`config.mk`:
```
export PLATFORM = sky130hd
export DESIGN_NAME = periodic_task_tick_scheduler_top_flat
export DESIGN_NICKNAME = d
export VERILOG_FILES = /design/src/hdl/ptts_pkg.sv /design/src/hdl/ptts_if.sv /design/src/hdl/ptts_slot_ram.sv /design/src/hdl/periodic_task_tick_scheduler_top.sv /design/src/flat_wrapper.sv
export SDC_FILE = /design/constraint.sdc
export NUM_CORES = 1
export LEC_CHECK = 0
export BUFFER_PORTS_ARGS = -buffer_cell sky130_fd_sc_hd__buf_2
export CORE_UTILIZATION = 60
export DETAILED_ROUTE_END_ITERATION = 8
export PLACE_DENSITY = 0.75
export SLEW_MARGIN = 30
export SYNTH_ARGS = -nofsm -noshare
export SYNTH_HDL_FRONTEND = slang
export SYNTH_SLANG_ARGS = --single-unit
```
`constraint.sdc`:
```
create_clock -name clk -period 8.1 [get_ports clk]
set_input_delay 0.405 -clock clk [delete_from_list [all_inputs] [get_ports clk]]
set_output_delay 0.405 -clock clk [all_outputs]
set_load 0.01 [all_outputs]
```
`src/hdl/ptts_pkg.sv`:
```
// Package for the periodic task tick scheduler.
// Holds command codes, controller states and the slot memory entry type.
// No dependencies.
package ptts_pkg;

    localparam int TASK_ID_W = 3;
    localparam int TIME_W    = 16;

    typedef enum logic [2:0] {
        KIND_TICK    = 3'd0,
        KIND_CREATE  = 3'd1,
        KIND_SUSPEND = 3'd2,
        KIND_RESUME  = 3'd3,
        KIND_DELETE  = 3'd4
    } kind_t;

    typedef enum logic [1:0] {
        ST_IDLE,
        ST_SCAN,
        ST_FLUSH
    } state_t;

    typedef struct packed {
        logic [TIME_W-1:0] period;
        logic [TIME_W-1:0] countdown;
    } slot_entry_t;

endpackage

```
`src/hdl/ptts_if.sv`:
```
// Handshake channels of the tick scheduler: command in, due task out.
// Depends on ptts_pkg for field widths.
interface ptts_cmd_if;
    logic                           valid;
    logic                           ready;
    logic [2:0]                     kind;
    logic [ptts_pkg::TASK_ID_W-1:0] task_id;
    logic [ptts_pkg::TIME_W-1:0]    period;
    logic [ptts_pkg::TIME_W-1:0]    first_delay;

    modport source (output valid, kind, task_id, period, first_delay, input ready);
    modport sink   (input valid, kind, task_id, period, first_delay, output ready);
endinterface

interface ptts_run_if;
    logic                           valid;
    logic                           ready;
    logic [ptts_pkg::TASK_ID_W-1:0] run_task;
    logic                           last;

    modport source (output valid, run_task, last, input ready);
    modport sink   (input valid, run_task, last, output ready);
endinterface

```
`src/hdl/ptts_slot_ram.sv`:
```
// Slot memory: period and countdown per task, one write and one read port.
// Read data is registered. Depends on ptts_pkg.
module ptts_slot_ram #(
    parameter int DEPTH  = 8,
    parameter int ADDR_W = 3
) (
    input  logic                  clk,
    input  logic                  wr_en,
    input  logic [ADDR_W-1:0]     wr_addr,
    input  ptts_pkg::slot_entry_t wr_data,
    input  logic                  rd_en,
    input  logic [ADDR_W-1:0]     rd_addr,
    output ptts_pkg::slot_entry_t rd_data
);

    ptts_pkg::slot_entry_t mem [DEPTH];

    always_ff @(posedge clk)
    begin
        if (wr_en)
        begin
            mem[wr_addr] <= wr_data;
        end
    end

    always_ff @(posedge clk)
    begin
        if (rd_en)
        begin
            rd_data <= mem[rd_addr];
        end
    end

endmodule

```
`src/hdl/periodic_task_tick_scheduler_top.sv`:
```
// Periodic task tick scheduler: command decode, tick scan and result staging.
// Depends on ptts_pkg, ptts_if and ptts_slot_ram.
// Create, suspend, resume and delete are applied in the idle state as they are accepted.
// A tick scans every slot and can be held by sink stalls; a due task leaves when the next
// one is found, the final one in the flush state after the scan.
// Reset clears all present and ready flags; the memory needs no clearing.
module periodic_task_tick_scheduler_top #(
    parameter int NUM_TASKS = 8
) (
    input  logic           clk,
    input  logic           rst_n,
    ptts_cmd_if.sink       cmd,
    ptts_run_if.source     run
);

    localparam int IDX_W = (NUM_TASKS > 1) ? $clog2(NUM_TASKS) : 1;
    localparam int CNT_W = $clog2(NUM_TASKS + 1);
    localparam int TW    = ptts_pkg::TIME_W;

    ptts_pkg::state_t state_reg, state_next;

    logic [NUM_TASKS-1:0] present_reg, present_next;
    logic [NUM_TASKS-1:0] ready_reg, ready_next;

    logic [CNT_W-1:0] rd_idx_reg, rd_idx_next;
    logic             s1_valid_reg, s1_valid_next;
    logic [IDX_W-1:0] s1_idx_reg, s1_idx_next;
    logic             pend_valid_reg, pend_valid_next;
    logic [IDX_W-1:0] pend_idx_reg, pend_idx_next;
    logic             out_valid_reg, out_valid_next;
    logic [IDX_W-1:0] out_idx_reg, out_idx_next;
    logic             out_last_reg, out_last_next;

    logic                  cmd_fire;
    logic                  id_ok;
    logic [IDX_W-1:0]      cmd_idx;
    logic                  create_fire;
    logic                  scan_done;
    logic                  out_free;
    logic                  hit;
    logic                  due;
    logic                  stall;
    logic                  s1_go;
    logic                  rd_en;
    logic                  wr_en;
    logic [IDX_W-1:0]      wr_addr;
    ptts_pkg::slot_entry_t wr_data;
    ptts_pkg::slot_entry_t rd_data;

    ptts_slot_ram #(
        .DEPTH  (NUM_TASKS),
        .ADDR_W (IDX_W)
    ) u_slot_ram (
        .clk     (clk),
        .wr_en   (wr_en),
        .wr_addr (wr_addr),
        .wr_data (wr_data),
        .rd_en   (rd_en),
        .rd_addr (rd_idx_reg[IDX_W-1:0]),
        .rd_data (rd_data)
    );

    assign cmd_fire    = cmd.valid && cmd.ready;
    assign id_ok       = (32'(cmd.task_id) < NUM_TASKS);
    assign cmd_idx     = IDX_W'(cmd.task_id);
    assign create_fire = cmd_fire && (cmd.kind == ptts_pkg::KIND_CREATE) && id_ok
                         && !present_reg[cmd_idx];

    assign scan_done = (rd_idx_reg == CNT_W'(NUM_TASKS)) && !s1_valid_reg;
    assign out_free  = !out_valid_reg || run.ready;
    assign hit       = present_reg[s1_idx_reg] && ready_reg[s1_idx_reg];
    assign due       = (rd_data.countdown == '0);
    // Hold the scan while a due slot would push the pending result into a full output.
    assign stall     = s1_valid_reg && hit && due && pend_valid_reg && !out_free;
    assign s1_go     = s1_valid_reg && !stall;
    assign rd_en     = (state_reg == ptts_pkg::ST_SCAN) && !stall
                       && (rd_idx_reg != CNT_W'(NUM_TASKS));

    // Next state
    always_comb
    begin
        state_next = state_reg;
        case (state_reg)
            ptts_pkg::ST_IDLE:
            begin
                if (cmd_fire && (cmd.kind == ptts_pkg::KIND_TICK))
                begin
                    state_next = ptts_pkg::ST_SCAN;
                end
            end
            ptts_pkg::ST_SCAN:
            begin
                if (scan_done)
                begin
                    state_next = ptts_pkg::ST_FLUSH;
                end
            end
            ptts_pkg::ST_FLUSH:
            begin
                if (!pend_valid_reg || out_free)
                begin
                    state_next = ptts_pkg::ST_IDLE;
                end
            end
            default:
            begin
                state_next = ptts_pkg::ST_IDLE;
            end
        endcase
    end

    // Outputs and datapath
    always_comb
    begin
        cmd.ready       = (state_reg == ptts_pkg::ST_IDLE);
        present_next    = present_reg;
        ready_next      = ready_reg;
        rd_idx_next     = rd_idx_reg;
        s1_valid_next   = s1_valid_reg;
        s1_idx_next     = s1_idx_reg;
        pend_valid_next = pend_valid_reg;
        pend_idx_next   = pend_idx_reg;
        out_valid_next  = out_valid_reg && !run.ready;
        out_idx_next    = out_idx_reg;
        out_last_next   = out_last_reg;
        wr_en           = 1'b0;
        wr_addr         = s1_idx_reg;
        wr_data         = rd_data;

        case (state_reg)
            ptts_pkg::ST_IDLE:
            begin
                rd_idx_next   = '0;
                s1_valid_next = 1'b0;
                if (cmd_fire && id_ok)
                begin
                    case (cmd.kind)
                        ptts_pkg::KIND_CREATE:
                        begin
                            if (create_fire)
                            begin
                                present_next[cmd_idx] = 1'b1;
                                ready_next[cmd_idx]   = 1'b1;
                                wr_en                 = 1'b1;
                                wr_addr               = cmd_idx;
                                wr_data.period        = cmd.period;
                                wr_data.countdown     = cmd.first_delay;
                            end
                        end
                        ptts_pkg::KIND_SUSPEND: ready_next[cmd_idx]   = 1'b0;
                        ptts_pkg::KIND_RESUME:  ready_next[cmd_idx]   = 1'b1;
                        ptts_pkg::KIND_DELETE:  present_next[cmd_idx] = 1'b0;
                        default: ;
                    endcase
                end
            end
            ptts_pkg::ST_SCAN:
            begin
                if (!stall)
                begin
                    s1_valid_next = rd_en;
                    if (rd_en)
                    begin
                        s1_idx_next = rd_idx_reg[IDX_W-1:0];
                        rd_idx_next = rd_idx_reg + CNT_W'(1);
                    end
                end
                if (s1_go && hit)
                begin
                    wr_en = 1'b1;
                    if (due)
                    begin
                        // Reload and queue this slot; release the earlier one as not last.
                        wr_data.countdown = rd_data.period - TW'(1);
                        pend_valid_next   = 1'b1;
                        pend_idx_next     = s1_idx_reg;
                        if (pend_valid_reg)
                        begin
                            out_valid_next = 1'b1;
                            out_idx_next   = pend_idx_reg;
                            out_last_next  = 1'b0;
                        end
                    end
                    else
                    begin
                        wr_data.countdown = rd_data.countdown - TW'(1);
                    end
                end
            end
            ptts_pkg::ST_FLUSH:
            begin
                if (pend_valid_reg && out_free)
                begin
                    pend_valid_next = 1'b0;
                    out_valid_next  = 1'b1;
                    out_idx_next    = pend_idx_reg;
                    out_last_next   = 1'b1;
                end
            end
            default: ;
        endcase
    end

    assign run.valid    = out_valid_reg;
    assign run.run_task = ptts_pkg::TASK_ID_W'(out_idx_reg);
    assign run.last     = out_last_reg;

    always_ff @(posedge clk or negedge rst_n)
    begin
        if (!rst_n)
        begin
            state_reg      <= ptts_pkg::ST_IDLE;
            present_reg    <= '0;
            ready_reg      <= '0;
            rd_idx_reg     <= '0;
            s1_valid_reg   <= 1'b0;
            pend_valid_reg <= 1'b0;
            out_valid_reg  <= 1'b0;
        end
        else
        begin
            state_reg      <= state_next;
            present_reg    <= present_next;
            ready_reg      <= ready_next;
            rd_idx_reg     <= rd_idx_next;
            s1_valid_reg   <= s1_valid_next;
            pend_valid_reg <= pend_valid_next;
            out_valid_reg  <= out_valid_next;
        end
    end

    always_ff @(posedge clk)
    begin
        s1_idx_reg   <= s1_idx_next;
        pend_idx_reg <= pend_idx_next;
        out_idx_reg  <= out_idx_next;
        out_last_reg <= out_last_next;
    end

endmodule

```
`src/flat_wrapper.sv`:
```
// flat-port wrapper written by rule: the top's interface ports become plain ports
module periodic_task_tick_scheduler_top_flat 
#(
    parameter int NUM_TASKS = 8
)
  (clk, rst_n, cmd_valid, cmd_kind, cmd_task_id, cmd_period, cmd_first_delay, cmd_ready, run_valid, run_run_task, run_last, run_ready);
  ptts_cmd_if cmd_i ();
  ptts_run_if run_i ();
  input  logic clk;
  input  logic rst_n;
  input wire logic [$bits(cmd_i.valid)-1:0] cmd_valid;
  input wire logic [$bits(cmd_i.kind)-1:0] cmd_kind;
  input wire logic [$bits(cmd_i.task_id)-1:0] cmd_task_id;
  input wire logic [$bits(cmd_i.period)-1:0] cmd_period;
  input wire logic [$bits(cmd_i.first_delay)-1:0] cmd_first_delay;
  output wire logic [$bits(cmd_i.ready)-1:0] cmd_ready;
  output wire logic [$bits(run_i.valid)-1:0] run_valid;
  output wire logic [$bits(run_i.run_task)-1:0] run_run_task;
  output wire logic [$bits(run_i.last)-1:0] run_last;
  input wire logic [$bits(run_i.ready)-1:0] run_ready;
  assign cmd_i.valid = cmd_valid;
  assign cmd_i.kind = cmd_kind;
  assign cmd_i.task_id = cmd_task_id;
  assign cmd_i.period = cmd_period;
  assign cmd_i.first_delay = cmd_first_delay;
  assign cmd_ready = cmd_i.ready;
  assign run_valid = run_i.valid;
  assign run_run_task = run_i.run_task;
  assign run_last = run_i.last;
  assign run_i.ready = run_ready;
  periodic_task_tick_scheduler_top #(.NUM_TASKS(NUM_TASKS)) u_core (.clk(clk), .rst_n(rst_n), .cmd(cmd_i), .run(run_i));
endmodule
```
Word level (Yosys, flattened, before mapping)
Memory sizes are Yosys's and may differ from the RTL's. A register that Yosys moved wholly into a read port is not among the register bits.
Index checks and enable logic that the tools add are counted.
{ "totals": {"regBits": 35, "ramBits": 256, "inputBits": 42, "output_inout_bits": 6, "elab_cells": 142, "n_memories": 1} }
{ "mem_list": {"columns": ["memory", "depth", "word_bits", "rd", "rd_ports_with_merged_regs", "wr", "line_no", "rtl"], "rows": [
  ["u_core.u_slot_ram.mem", 8, 32, 1, 1, 1, "ptts_slot_ram.sv:16", "ptts_pkg::slot_entry_t mem [DEPTH];"]
]} }
{ "classes": {"addsub": 3, "n_lt_le_gt_ge": 3, "eq_ne": 18, "muxes": 58, "bitwise": 6, "reduce_logical": 42} }
{ "ops": {"columns": ["op", "count"], "rows": [
  ["$mux 32", 3],
  ["$mux 16", 3],
  ["$pmux 16 s2", 1],
  ["$sub 16x1->16 const B", 2],
  ["$mux 3", 8],
  ["$pmux 8 s3", 1],
  ["$mux 1", 22],
  ["$logic_and 1x1->1", 17],
  ["$and 8x8->8", 2],
  ["$logic_not 16->1", 1],
  ["$mux 8", 2],
  ["$or 8x8->8", 2],
  ["$pmux 8 s2", 1],
  ["$ne 2x1->1 const B", 7],
  ["$reduce_and 3->1", 4],
  ["$reduce_and 4->1", 3],
  ["$pmux 1 s2", 5],
  ["$bmux 1 s3", 3],
  ["$lt 3x4->1 const B", 2],
  ["$mux 4", 2],
  ["$not 8->8", 1],
  ["$pmux 4 s2", 1],
  ["$logic_not 1->1", 7],
  ["$eq 3x2->1 const B", 2],
  ["other kinds (21)", 28]
]} }

Logic depth before layout (Yosys ltp)
Gate-level depths: netlist (run 1).
{ "depth": {"word_depth": 14, "depth_mapped": 12, "ltp_nobuf": 11} }

Modules after synthesis
A second synthesis (run 1) with hierarchy kept.
{ "unflattened": {"cells_unflattened": 792, "area_unflattened_um2": 13883.3} }
{ "modules_own_cells": {"columns": ["module", "n_inst", "cells_each", "area_each_um2", "seq_area_each_um2"], "rows": [
  ["ptts_slot_ram", 1, 415, 10786.6, 8648.3],
  ["periodic_task_tick_scheduler_top", 1, 377, 3096.7, 925.9]
]} }

Least setup slack after synthesis (run 1)
OpenSTA, ideal clock, no wires.
{ "synth_timing": {"path_type": "register -> register", "startpoint": "register u_core.s1_idx_reg[2]", "endpoint": "memory u_core.u_slot_ram.mem[4][0] in the netlist's numbering, enable pin", "arrival_ns": 5.247, "slack_ns": 2.342, "path_stages_with_launch": 7, "n_path_buf": 2, "cell_sequence": "edfxtp_1 > clkbuf_1 > mux4_2 > o22a_1 > or2_2 > clkbuf_1 > o41ai_1"} }
{ "synth_between": {"elab_chain_cells": 14, "elab_cells_between_ends": 20, "classes_between": "mux: 12; reduce/logical: 8"} }
{ "synth_rtl": {"columns": ["item", "line_no", "rtl"], "rows": [
  ["start: declaration", "periodic_task_tick_scheduler_top.sv:27", "logic [IDX_W-1:0] s1_idx_reg, s1_idx_next;"],
  ["start signal: assignment", "periodic_task_tick_scheduler_top.sv:234", "s1_idx_reg <= s1_idx_next;"],
  ["$bmux 1 s3", "periodic_task_tick_scheduler_top.sv:71", "assign hit = present_reg[s1_idx_reg] && ready_reg[s1_idx_reg];"],
  ["$mux 1 (not written as such)", "periodic_task_tick_scheduler_top.sv:71", null],
  ["$logic_and 1x1->1", "periodic_task_tick_scheduler_top.sv:71", null],
  ["$logic_and 1x1->1 (4 in a row)", "periodic_task_tick_scheduler_top.sv:74", "assign stall = s1_valid_reg && hit && due && pend_valid_reg && !out_free;"],
  ["$logic_not 1->1", "periodic_task_tick_scheduler_top.sv:75", "assign s1_go = s1_valid_reg && !stall;"],
  ["$logic_and 1x1->1", "periodic_task_tick_scheduler_top.sv:75", null],
  ["$logic_and 1x1->1", "periodic_task_tick_scheduler_top.sv:168", "if (s1_go && hit)"],
  ["$mux 1", "periodic_task_tick_scheduler_top.sv:168", null],
  ["$pmux 1 s2", "periodic_task_tick_scheduler_top.sv:130", "case (state_reg)"],
  ["$mux 1", "ptts_slot_ram.sv:20", "if (wr_en)"],
  ["$mux 1 (not written as such)", "ptts_slot_ram.sv:22", "mem[wr_addr] <= wr_data;"],
  ["end: declaration", "ptts_slot_ram.sv:16", null]
]} }
Parallel ways exist; a longest one is shown, timed or not. The select of a mux whose other input is x is not followed.

Worst setup path in the final report (run 1)
{ "layout_timing": {"startpoint": "register u_core.state_reg[0]", "endpoint": "memory u_core.u_slot_ram.mem[2][28] in the netlist's numbering, enable pin"} }
{ "layout_between": {"elab_chain_cells": 10, "elab_cells_between_ends": 15, "classes_between": "eq/ne: 1; mux: 10; reduce/logical: 4"} }
{ "layout_rtl": {"columns": ["item", "line_no", "rtl"], "rows": [
  ["start: declaration", "periodic_task_tick_scheduler_top.sv:20", "ptts_pkg::state_t state_reg, state_next;"],
  ["start signal: assignment", "periodic_task_tick_scheduler_top.sv:212", "state_reg <= ptts_pkg::ST_IDLE;"],
  ["start signal: assignment", "periodic_task_tick_scheduler_top.sv:222", "state_reg <= state_next;"],
  ["$logic_not 2->1", "periodic_task_tick_scheduler_top.sv:115, periodic_task_tick_scheduler_top.sv:130", null],
  ["$logic_and 1x1->1", "periodic_task_tick_scheduler_top.sv:63", "assign cmd_fire = cmd.valid && cmd.ready;"],
  ["$logic_and 1x1->1", "periodic_task_tick_scheduler_top.sv:66", "assign create_fire = cmd_fire && (cmd.kind == ptts_pkg::KIND_CREATE) && id_ok"],
  ["$logic_and 1x1->1", "periodic_task_tick_scheduler_top.sv:67", "&& !present_reg[cmd_idx];"],
  ["$mux 1", "periodic_task_tick_scheduler_top.sv:140", "if (create_fire)"],
  ["$mux 1", "periodic_task_tick_scheduler_top.sv:137", "case (cmd.kind)"],
  ["$mux 1", "periodic_task_tick_scheduler_top.sv:135", "if (cmd_fire && id_ok)"],
  ["$pmux 1 s2", "periodic_task_tick_scheduler_top.sv:130", null],
  ["$mux 1", "ptts_slot_ram.sv:20", null],
  ["$mux 1 (not written as such)", "ptts_slot_ram.sv:22", null]
]} }
Parallel ways exist; a longest one is shown, timed or not.

==> results of run 1 <==
-- cell type report --
class                   count  share of cell area, %
multi-input cells         403                   25.3
repair buffers             64                   2.93
clock inverters            18                   1.39
inverters                  14                  0.339
flip-flops and latches    323                   61.9
well taps                 280                   2.26
clock buffers              42                   5.96
-- metal layers --
layer	wire length, um	track usage [%]	vias to the layer above
met2	14700	43.5	309
met3	1820	3.84	59
met1	12500	37.7	3935
met5	0	0	-
li1	-	-	3255
met4	659	7.46	0
-- synthesized netlist by cell type (6+ instances only) --
library cell,number
a21oi_1,32
a221o_1,10
a31oi_1,11
buf_1,6
clkbuf_1,26
dfrtp_1,25
edfxtp_1,298
ha_1,6
inv_1,14
mux2_2,56
mux2i_1,6
mux4_2,66
nand2_1,46
nand2b_1,6
nand3_1,9
nor2_1,38
nor2b_1,6
nor3_1,14
o21ai_0,9
-- cells by family after synthesis --
logic type,count (synthesis),synth area share [%]
flip-flops,323,70.3
AND/OR/NAND/NOR,152,5.39
multiplexers,129,16.1
AO/OA/AOI/OAI,108,5.65
buffers and inverters,52,1.49
XOR/XNOR,8,0.515
adder cells (fa/ha/maj),6,0.551
-- final timing paths --
check | endpoint
max in group asynchronous | u_core.rd_idx_reg[0]
max | u_core.u_slot_ram.mem[2][28]
min reg2reg | u_core.run.run_task[2]
min in group asynchronous | async pin
min | u_core.run.valid
max reg2reg | u_core.u_slot_ram.mem[2][28]
-- power by group through the flow --
stage	clock network (mW)	registers (mW)	logic [mW]
after floorplan	0	2.40	1.02
after global placement	0	2.52	1.25
after detailed placement	0	2.53	1.32
after CTS	1.59	2.49	1.32
after global routing	1.65	2.52	1.42
final	1.57	2.50	1.32
-- worst min-delay path, cell delays in order --
cell and delay [ns]:
buf_2 0.08, nand2b_1 0.13, a21oi_1 0.08
-- through the flow --
stage	util, %	hold WS (ns)	cell area (um^2)
after floorplan	-	0.109	13600
after global placement	64.5	0.416	14200
after detailed placement	65.0	0.415	14300
after CTS	70.2	0.216	15500
after global routing	70.3	0.280	15500
final	70.3	0.232	15500
-- timing repair --
| item | 4_1_cts | 5_1_grt |
|---|---|---|
| hold endpoints to repair | 25 | 0 |
| setup endpoints to repair | 0 | 0 |
| hold buffers | 1 | 0 |
==> flow_summary_export.csv, run 1 <==
group,metric,value,unit
floorplanning,die_w,153,um
logic_synthesis,syn_nets,826,
setup_path,cp-start-kind,"flop",
logic_synthesis,synthArstFlopShare,7.74,%
setup_path,critPathMaxStageDelay,0.79,ns
logic_synthesis,ys_types,65,
clock_tree,cts_buffers,34,
layout,regArea,9580,um^2
floorplanning,dieArea,23300,um^2
setup_path,worstPathMaxFanout,36,
pwr,p_sw,1.57,mW
grt,overflow,0,
status,run_status,"finished with violations",
routing,drcViolationCount,2,
clock_tree,clockBufferDepth,3,
layout,area_growth,13.8,%
setup_path,cp.required,8.31,ns
logic_synthesis,synth.avg_cell_area,17.5,um^2
pwr,powerDensity,348,nW/um^2
place,port_buffers,47,
pwr,p_int,3.82,mW
setup_path,crit_start,"u_core.state_reg[0]",
logic_synthesis,synth_edf_count,298,
logic_synthesis,netlist.area_leader.share,65.7,%
pwr,power_leakage,5.11,nW
pwr,vdd_drop_max,0.305,mV
logic_synthesis,ys.flop_type,"edfxtp_1",
sta,final.period_utilization,59.0,%
layout,layout-drive-gt1-share,29.5,%
setup_path,cp-end-kind,"flop",
grt,grt_antenna_before_repair,0,
layout,final_common_cell,"edfxtp_1",
setup_path,worstRegToRegCells,10,
logic_synthesis,ys_seq_area_share,70.3,%
logic_synthesis,postSynthCellCount,778,
place,dp_hpwl,18700,um
clock_tree,cts_resized,0,
floorplanning,fp.dieH,153,um
logic_synthesis,synth_area,13600,um^2
clock_tree,cts_tree,"done",
layout,multi_input_area,3910,um^2
layout,largest_reg_flops,256,
clock_tree,clock_latency,0.51,ns
logic_synthesis,synthTopCellsByArea,"edfxtp_1, mux4_2, mux2_2",
sta,worst_pin_slew,0.986,ns
setup_path,crit_chain,"inv_1, ha_1, nand2_1, or4b_1, a211oi_4, buf_4, nor2b_1, a21oi_1, nor2_4, buf_16",
clock_tree,ctsRootBufferMaster,"clkbuf_16",
clock_tree,cts.sinks,323,
clock_tree,cts_setup_buffers,0,
sta,fin_skew,0.0180,ns
place,place_inst,1082,
sta,hold_viol_final,0,
clock_tree,clk_pin_slew,0.07,ns
routing,vias,7558,
sta,rsz0062_at_grt,"false",
setup_path,rr_startpoint,"u_core.state_reg[0]",
hold_path,hold_path_depth,3,
place,place_ws,3.33,ns
place,gp_congestion,0.883,
pwr,switching_share,29.1,%
setup_path,cpLargestDelayFamily,"simple AND/OR/NAND/NOR gates",
pwr,p_clk_share,29.2,%
floorplanning,core,22000,um^2
logic_synthesis,synth_seq_cells,323,
routing,drt_iter0_markers,651,
hold_path,min_from,"run_ready",
logic_synthesis,yosys.area.top_type,"edfxtp_1",
pwr,seq_power_share,46.3,%
sta,period_needed,4.78,ns
logic_synthesis,ys_warn_count,0,
grt,grt.total_usage,26.5,%
floorplanning,initial_core_util,61.8,%
floorplanning,rows,54,
routing,ant_nets,0,
sta,slew_headroom,34.1,%
routing,via_per_inst,6.61,
setup_path,reg2reg_setup_slack,3.32,ns
flow_run,maxCapViolations,0,
grt,grt_pass1_vias,7787,
layout,nNetsFinal,888,
sta,tns,0,ns
routing,dr.pass1.iters,9,
layout,num_antenna_cells,0,
routing,wire_per_inst,26.0,um
sta,fmax,0.209,GHz
setup_path,cp.depth,10,
status,violations,"DRC",
layout,final_cell_mix,"edfxtp_1, mux4_2, mux2_2",
grt,grt_max_degree,70,
grt,grt_first_pass_wirelength,46000,um
sta,slew_viol_final,0,
setup_path,cp.arrival,4.99,ns
hold_path,hold_class,"in -> reg",
floorplanning,pin_count,48,
clock_tree,htreeDepth,2,
layout,fillers,1360,
setup_path,crit_buf_inv,3,
layout,instances_no_fill,1144,
pwr,total_power,5.39,mW
setup_path,setup.worst_path.class,"reg -> reg",
routing,finalWirelength,29700,um
sta,setup_ws,3.32,ns
pwr,combPwrFrac,24.5,%
sta,finalSetupViolCount,0,
setup_path,slowest_stage,"a211oi_4",
No activity file was read; power rests on OpenSTA's default activity.
==> run 2: changes to the inputs <==
--- a/config.mk
+++ b/config.mk
@@ -5,10 +5,11 @@
 export SDC_FILE = /design/constraint.sdc
 export NUM_CORES = 1
 export LEC_CHECK = 0
+export ABC_AREA = 1
 export BUFFER_PORTS_ARGS = -buffer_cell sky130_fd_sc_hd__buf_2
 export CORE_UTILIZATION = 60
 export DETAILED_ROUTE_END_ITERATION = 8
-export PLACE_DENSITY = 0.75
+export PLACE_DENSITY = 0.74
 export SLEW_MARGIN = 30
 export SYNTH_ARGS = -nofsm -noshare
 export SYNTH_HDL_FRONTEND = slang
==> constraint.sdc (replaced) <==
create_clock -name clk -period 4.5 [get_ports clk]
set_input_delay 0.225 -clock clk [delete_from_list [all_inputs] [get_ports clk]]
set_output_delay 0.225 -clock clk [all_outputs]
set_load 0.01 [all_outputs]
==> flow_summary_export.csv, run 2 <==
group,metric,value,unit
status,run_status,"finished clean",
logic_synthesis,yosys.area.top_type,"edfxtp_1",
routing,via_per_inst,5.91,
floorplanning,fp.dieH,155,um
sta,worst_pin_slew,0.914,ns
routing,ant_nets,0,
layout,largest_reg_flops,256,
setup_path,cp-start-kind,"flop",
hold_path,hold_path_depth,4,
routing,drcViolationCount,0,
logic_synthesis,ys_seq_area_share,68.6,%
grt,grt_max_degree,98,
clock_tree,cts_setup_buffers,0,
pwr,vdd_drop_max,0.397,mV
logic_synthesis,synth_edf_count,298,
routing,vias,9564,
sta,slew_viol_final,0,
flow_run,maxCapViolations,0,
place,placed_area,14500,um^2
setup_path,crit_chain,"inv_1, ha_1, nand2_2, nor4_2, nand3_2, buf_4, inv_2, nand2_1, o21ai_2, inv_2, nor3_2, buf_4",
logic_synthesis,ys_types,38,
logic_synthesis,syn_nets,1312,
place,port_buffers,47,
layout,post-route-util,68.4,%
setup_path,setup.worst_path.class,"reg -> reg",
logic_synthesis,ys_warn_count,0,
setup_path,critPathMaxStageDelay,0.42,ns
clock_tree,cts.sinks,323,
clock_tree,ctsRootBufferMaster,"clkbuf_16",
floorplanning,initial_core_util,61.5,%
sta,slew_headroom,39.1,%
sta,finalSetupViolCount,0,
grt,overflow,0,
sta,setup_ws,1.08,ns
place,dp_hpwl,19500,um
sta,hold_viol_final,0,
floorplanning,dieArea,23900,um^2
clock_tree,clock_latency,0.51,ns
setup_path,cp-end-kind,"flop",
logic_synthesis,synth_area,14000,um^2
hold_path,hold_class,"in -> reg",
layout,final_cell_mix,"edfxtp_1, nor2_1, nand2_1",
sta,fin_skew,0.0142,ns
sta,final.period_utilization,75.9,%
pwr,power_leakage,5.59,nW
logic_synthesis,yosysMostFrequentCell,"edfxtp_1",
routing,finalWirelength,31900,um
sta,fmax,0.293,GHz
clock_tree,cts_tree,"done",
setup_path,slowest_stage,"buf_4",
floorplanning,pin_count,48,
layout,fin_area,15500,um^2
routing,drt_iter0_markers,1010,
layout,final_common_cell,"edfxtp_1",
clock_tree,clockBufferDepth,3,
place,place_ws,1.15,ns
setup_path,worstPathMaxFanout,24,
pwr,powerDensity,629,nW/um^2
floorplanning,rows,55,
grt,grt.total_usage,27.5,%
logic_synthesis,synth_common_cells,"edfxtp_1, nor2_1, nand2_1, o21ai_0, nand3_1",
sta,holdWs,0.0835,ns
clock_tree,htreeDepth,2,
sta,rsz0062_at_grt,"false",
layout,area_growth,11.2,%
setup_path,cp.arrival,3.58,ns
logic_synthesis,ys.flop_type,"edfxtp_1",
place,gp_congestion,0.960,
grt,grt_antenna_before_repair,0,
layout,layout-drive-gt1-share,12.4,%
routing,dr.pass1.iters,6,
setup_path,cp.required,4.66,ns
sta,period_needed,3.42,ns
floorplanning,die_w,155,um
floorplanning,core,22700,um^2
clock_tree,clk_pin_slew,0.06,ns
setup_path,worstRegToRegCells,12,
logic_synthesis,synthTopCellsByArea,"edfxtp_1, nor2_1, o21ai_0",
layout,num_antenna_cells,0,
grt,grt_first_pass_wirelength,49800,um
sta,tns,0,ns
logic_synthesis,synth.avg_cell_area,11.0,um^2
logic_synthesis,postSynthCellCount,1264,
routing,wire_per_inst,19.7,um
clock_tree,cts_buffers,34,
grt,grt_pass1_vias,9008,
logic_synthesis,synth_seq_cells,323,
logic_synthesis,synthArstFlopShare,7.74,%
logic_synthesis,netlist.area_leader.share,64.1,%
layout,nNetsFinal,1358,
==> run 2: stage by stage <==
| stage | power, mW | std cells |
|---|---|---|
| 3_5_place_dp | 7.23 | 1558 |
| 3_3_place_gp | 7.16 | 1558 |
| 5_1_grt | 10.3 | 1618 |
| 6_report | 9.76 | 1618 |
| 2_1_floorplan | 6.35 | 1264 |
| 4_1_cts | 9.78 | 1618 |
==> run 2: area by class of cell <==
class	instances	area [um^2]
clock inverter	8	65.1
tap	285	357
timing repair buffer	73	433
multi-input combinational	816	3910
inverter	62	234
fill	1641	7190
sequential	323	9580
clock buffer	51	946
==> run 2: cells by family (layout without fill, tap and decap cells) <==
logic type / after synthesis / after routing / share of synthesized area [%]
xor+xnor: 5 / 5 / 0.314
buf+inv: 125 / 194 / 3.73
flops: 323 / 323 / 68.6
compound gates: 270 / 270 / 10.6
fa+ha+maj: 6 / 6 / 0.538
simple gates: 535 / 535 / 16.2
==> run 2: timing repair <==
item,4_1_cts,5_1_grt
hold endpoints to repair,25,0
hold buffers,1,0
gates resized for setup,0,0
==> run 2: final timing paths <==
path	from	to	slack (ns)
setup / recovery	u_core.state_reg[0]	u_core.u_slot_ram.mem[4][20]	1.08
hold / removal	run_ready	u_core.run.valid	0.08
setup reg to reg	u_core.state_reg[0]	u_core.u_slot_ram.mem[4][20]	1.08
hold reg to reg	u_core.pend_idx_reg[0]	u_core.run.run_task[0]	0.42
max in group asynchronous	rst_n	u_core.rd_idx_reg[0]	3.79
min in group asynchronous	rst_n	async pin	0.26
==> run 2: layer usage <==
layer  global-route usage, %  wire length (um)
met5                       0                 0
met4                    9.10               689
met3                    4.65              2690
met2                    43.7             15100
met1                    39.1             13400
==> run 2: power breakdown <==
| part | internal (mW) | total [mW] | switching [mW] | leakage, nW |
|---|---|---|---|---|
| logic | 0.722 | 2.73 | 2.01 | 2.08 |
| clock network | 1.46 | 2.55 | 1.09 | 0.483 |
| registers | 4.24 | 4.48 | 0.247 | 3.02 |
| total | 6.42 | 9.76 | 3.34 | 5.59 |
==> run 2: critical path, delay by kind of cell, from the launching register on <==
family	cells	cell delay (ns)
compound gates	1	0.18
buf+inv	5	1.23
flops	1	0.40
simple gates	5	0.83
fa+ha+maj	1	0.41
==> run 3: changes to the inputs <==
--- a/config.mk
+++ b/config.mk
@@ -7,9 +7,9 @@
 export LEC_CHECK = 0
 export ABC_AREA = 1
 export BUFFER_PORTS_ARGS = -buffer_cell sky130_fd_sc_hd__buf_2
-export CORE_UTILIZATION = 60
+export CORE_UTILIZATION = 56
 export DETAILED_ROUTE_END_ITERATION = 8
-export PLACE_DENSITY = 0.74
+export PLACE_DENSITY = 0.73
 export SLEW_MARGIN = 30
 export SYNTH_ARGS = -nofsm -noshare
 export SYNTH_HDL_FRONTEND = slang
==> constraint.sdc (replaced) <==
create_clock -name clk -period 2.9 [get_ports clk]
set_input_delay 0.145 -clock clk [delete_from_list [all_inputs] [get_ports clk]]
set_output_delay 0.145 -clock clk [all_outputs]
set_load 0.01 [all_outputs]
==> flow_summary_export.csv, run 3 (synthesized netlist as in run 2, its figures left out) <==
group,metric,value,unit
pwr,power_leakage,5.77,nW
routing,via_per_inst,5.74,
floorplanning,fp.dieH,160,um
routing,drt_iter0_markers,918,
sta,slew_viol_final,0,
grt,grt_pass1_vias,9117,
layout,layout-drive-gt1-share,13.6,%
floorplanning,initial_core_util,57.2,%
sta,worst_pin_slew,0.883,ns
sta,tns,0,ns
sta,hold_viol_final,0,
sta,final.period_utilization,90.8,%
layout,num_antenna_cells,0,
place,gp_congestion,0.946,
setup_path,cp-start-kind,"flop",
layout,multi_input_area,3990,um^2
clock_tree,clock_latency,0.53,ns
floorplanning,rows,57,
clock_tree,clk_pin_slew,0.06,ns
layout,final_common_cell,"edfxtp_1",
sta,period_needed,2.63,ns
clock_tree,clockBufferDepth,3,
setup_path,crit_chain,"nor2_1, nand2_2, nor2_4, buf_4, nand3_1, nand2_2, nand3_4, nor2_2, nand2_1, nand2_1, nand3_1, a21oi_1",
sta,fmax,0.380,GHz
grt,grt_antenna_before_repair,0,
clock_tree,cts_resized,0,
routing,ant_nets,0,
pwr,vdd_drop_max,0.604,mV
routing,vias,9592,
layout,nNetsFinal,1374,
setup_path,setup.worst_path.class,"reg -> reg",
sta,finalSetupViolCount,0,
routing,drcViolationCount,0,
place,port_buffers,47,
clock_tree,ctsRootBufferMaster,"clkbuf_16",
routing,dr.pass1.iters,5,
grt,grt.total_usage,26.0,%
place,dp_hpwl,19600,um
sta,rsz0062_at_grt,"false",
grt,overflow,0,
clock_tree,htreeDepth,2,
pwr,total_power,15.4,mW
status,run_status,"finished clean",
flow_run,maxCapViolations,0,
layout,final_cell_mix,"edfxtp_1, nor2_1, nand2_1",
grt,grt_first_pass_wirelength,51100,um
floorplanning,core,24400,um^2
layout,fillers,1893,
sta,slew_headroom,41.0,%
layout,largest_reg_flops,256,
floorplanning,dieArea,25600,um^2
sta,fin_skew,0.0213,ns
setup_path,cp.required,3.13,ns
setup_path,slowest_stage,"a21oi_1",
floorplanning,die_w,160,um
clock_tree,cts_tree,"done",
clock_tree,cts_buffers,34,
pwr,powerDensity,973,nW/um^2
setup_path,crit_buf_inv,1,
setup_path,worstPathMaxFanout,16,
setup_path,cp-end-kind,"flop",
routing,wire_per_inst,19.5,um
setup_path,cpLargestDelayFamily,"simple AND/OR/NAND/NOR gates",
setup_path,critPathMaxStageDelay,0.52,ns
hold_path,hold_class,"in -> reg",
setup_path,cp.arrival,2.86,ns
layout,regArea,9580,um^2
grt,grt_max_degree,132,
clock_tree,cts.sinks,323,
floorplanning,pin_count,48,
layout,area_growth,13.7,%
routing,finalWirelength,32600,um
==> run 3: worst reg2reg max path, cell delays in order (launching register included) <==
cell      delay (ns)
edfxtp_1        0.44
nor2_1          0.16
nand2_2         0.10
nor2_4          0.12
buf_4           0.22
nand3_1         0.11
nand2_2         0.16
nand3_4         0.14
nor2_2          0.17
nand2_1         0.07
nand2_1         0.05
nand3_1         0.08
a21oi_1         0.52
==> run 3: worst paths after layout <==
check                                              start                            to  slack (ns)  depth (start not counted)
min                                       cmd_period[10]  u_core.u_slot_ram.mem[4][26]        0.08                          3
max in group asynchronous                          rst_n          u_core.rd_idx_reg[0]        2.30                          2
min in group asynchronous                          rst_n          u_core.rd_idx_reg[2]        0.17                          2
min reg2reg                       u_core.pend_idx_reg[1]        u_core.run.run_task[1]        0.42                          0
max reg2reg                u_core.u_slot_ram.rd_data[15]  u_core.u_slot_ram.mem[1][13]        0.27                         12
max                        u_core.u_slot_ram.rd_data[15]  u_core.u_slot_ram.mem[1][13]        0.27                         12
==> run 3: final cells by class <==
| class | instances | share of cell area, % |
|---|---|---|
| clock buffers | 43 | 5.57 |
| clock inverters | 14 | 0.678 |
| inverters | 62 | 1.49 |
| multi-input cells | 816 | 25.2 |
| flip-flops and latches | 323 | 60.3 |
| well taps | 324 | 2.55 |
| repair buffers | 89 | 4.21 |
==> run 3: where the power goes <==
group | switching (mW) | internal (mW) | leakage [nW]
clock | 1.72 | 2.18 | 0.487
combinational | 3.28 | 1.32 | 2.26
sequential | 0.380 | 6.56 | 3.02
total | 5.38 | 10.1 | 5.77
==> run 3: layer usage <==
layer	up-vias	track usage (%)	wire length, um
met2	379	41.0	15200
li1	4580	-	-
met4	0	7.62	753
met5	-	0	0
met3	58	4.70	2420
met1	4575	37.4	14200
==> run 3: repair_timing <==
item	in CTS	in global routing
hold endpoints to repair	26	0
setup buffers	0	0
endpoints found under the setup margin	0	0
hold buffers	2	0
==> run 3: metrics by stage <==
stage / hold slack, ns / utilization (%) / setup slack, ns / instance area (um^2) / std cells
6_report: 0.0771 / 65.1 / 0.267 / 15900 / 1671
5_1_grt: 0.0735 / 65.1 / 0.0198 / 15900 / 1671
4_1_cts: 0.0539 / 65.1 / 0.261 / 15900 / 1671
3_5_place_dp: 0.175 / 60.9 / 0.288 / 14900 / 1612
3_3_place_gp: 0.177 / 60.9 / 0.372 / 14900 / 1612
2_1_floorplan: -0.151 / - / -0.0275 / 14100 / 1264
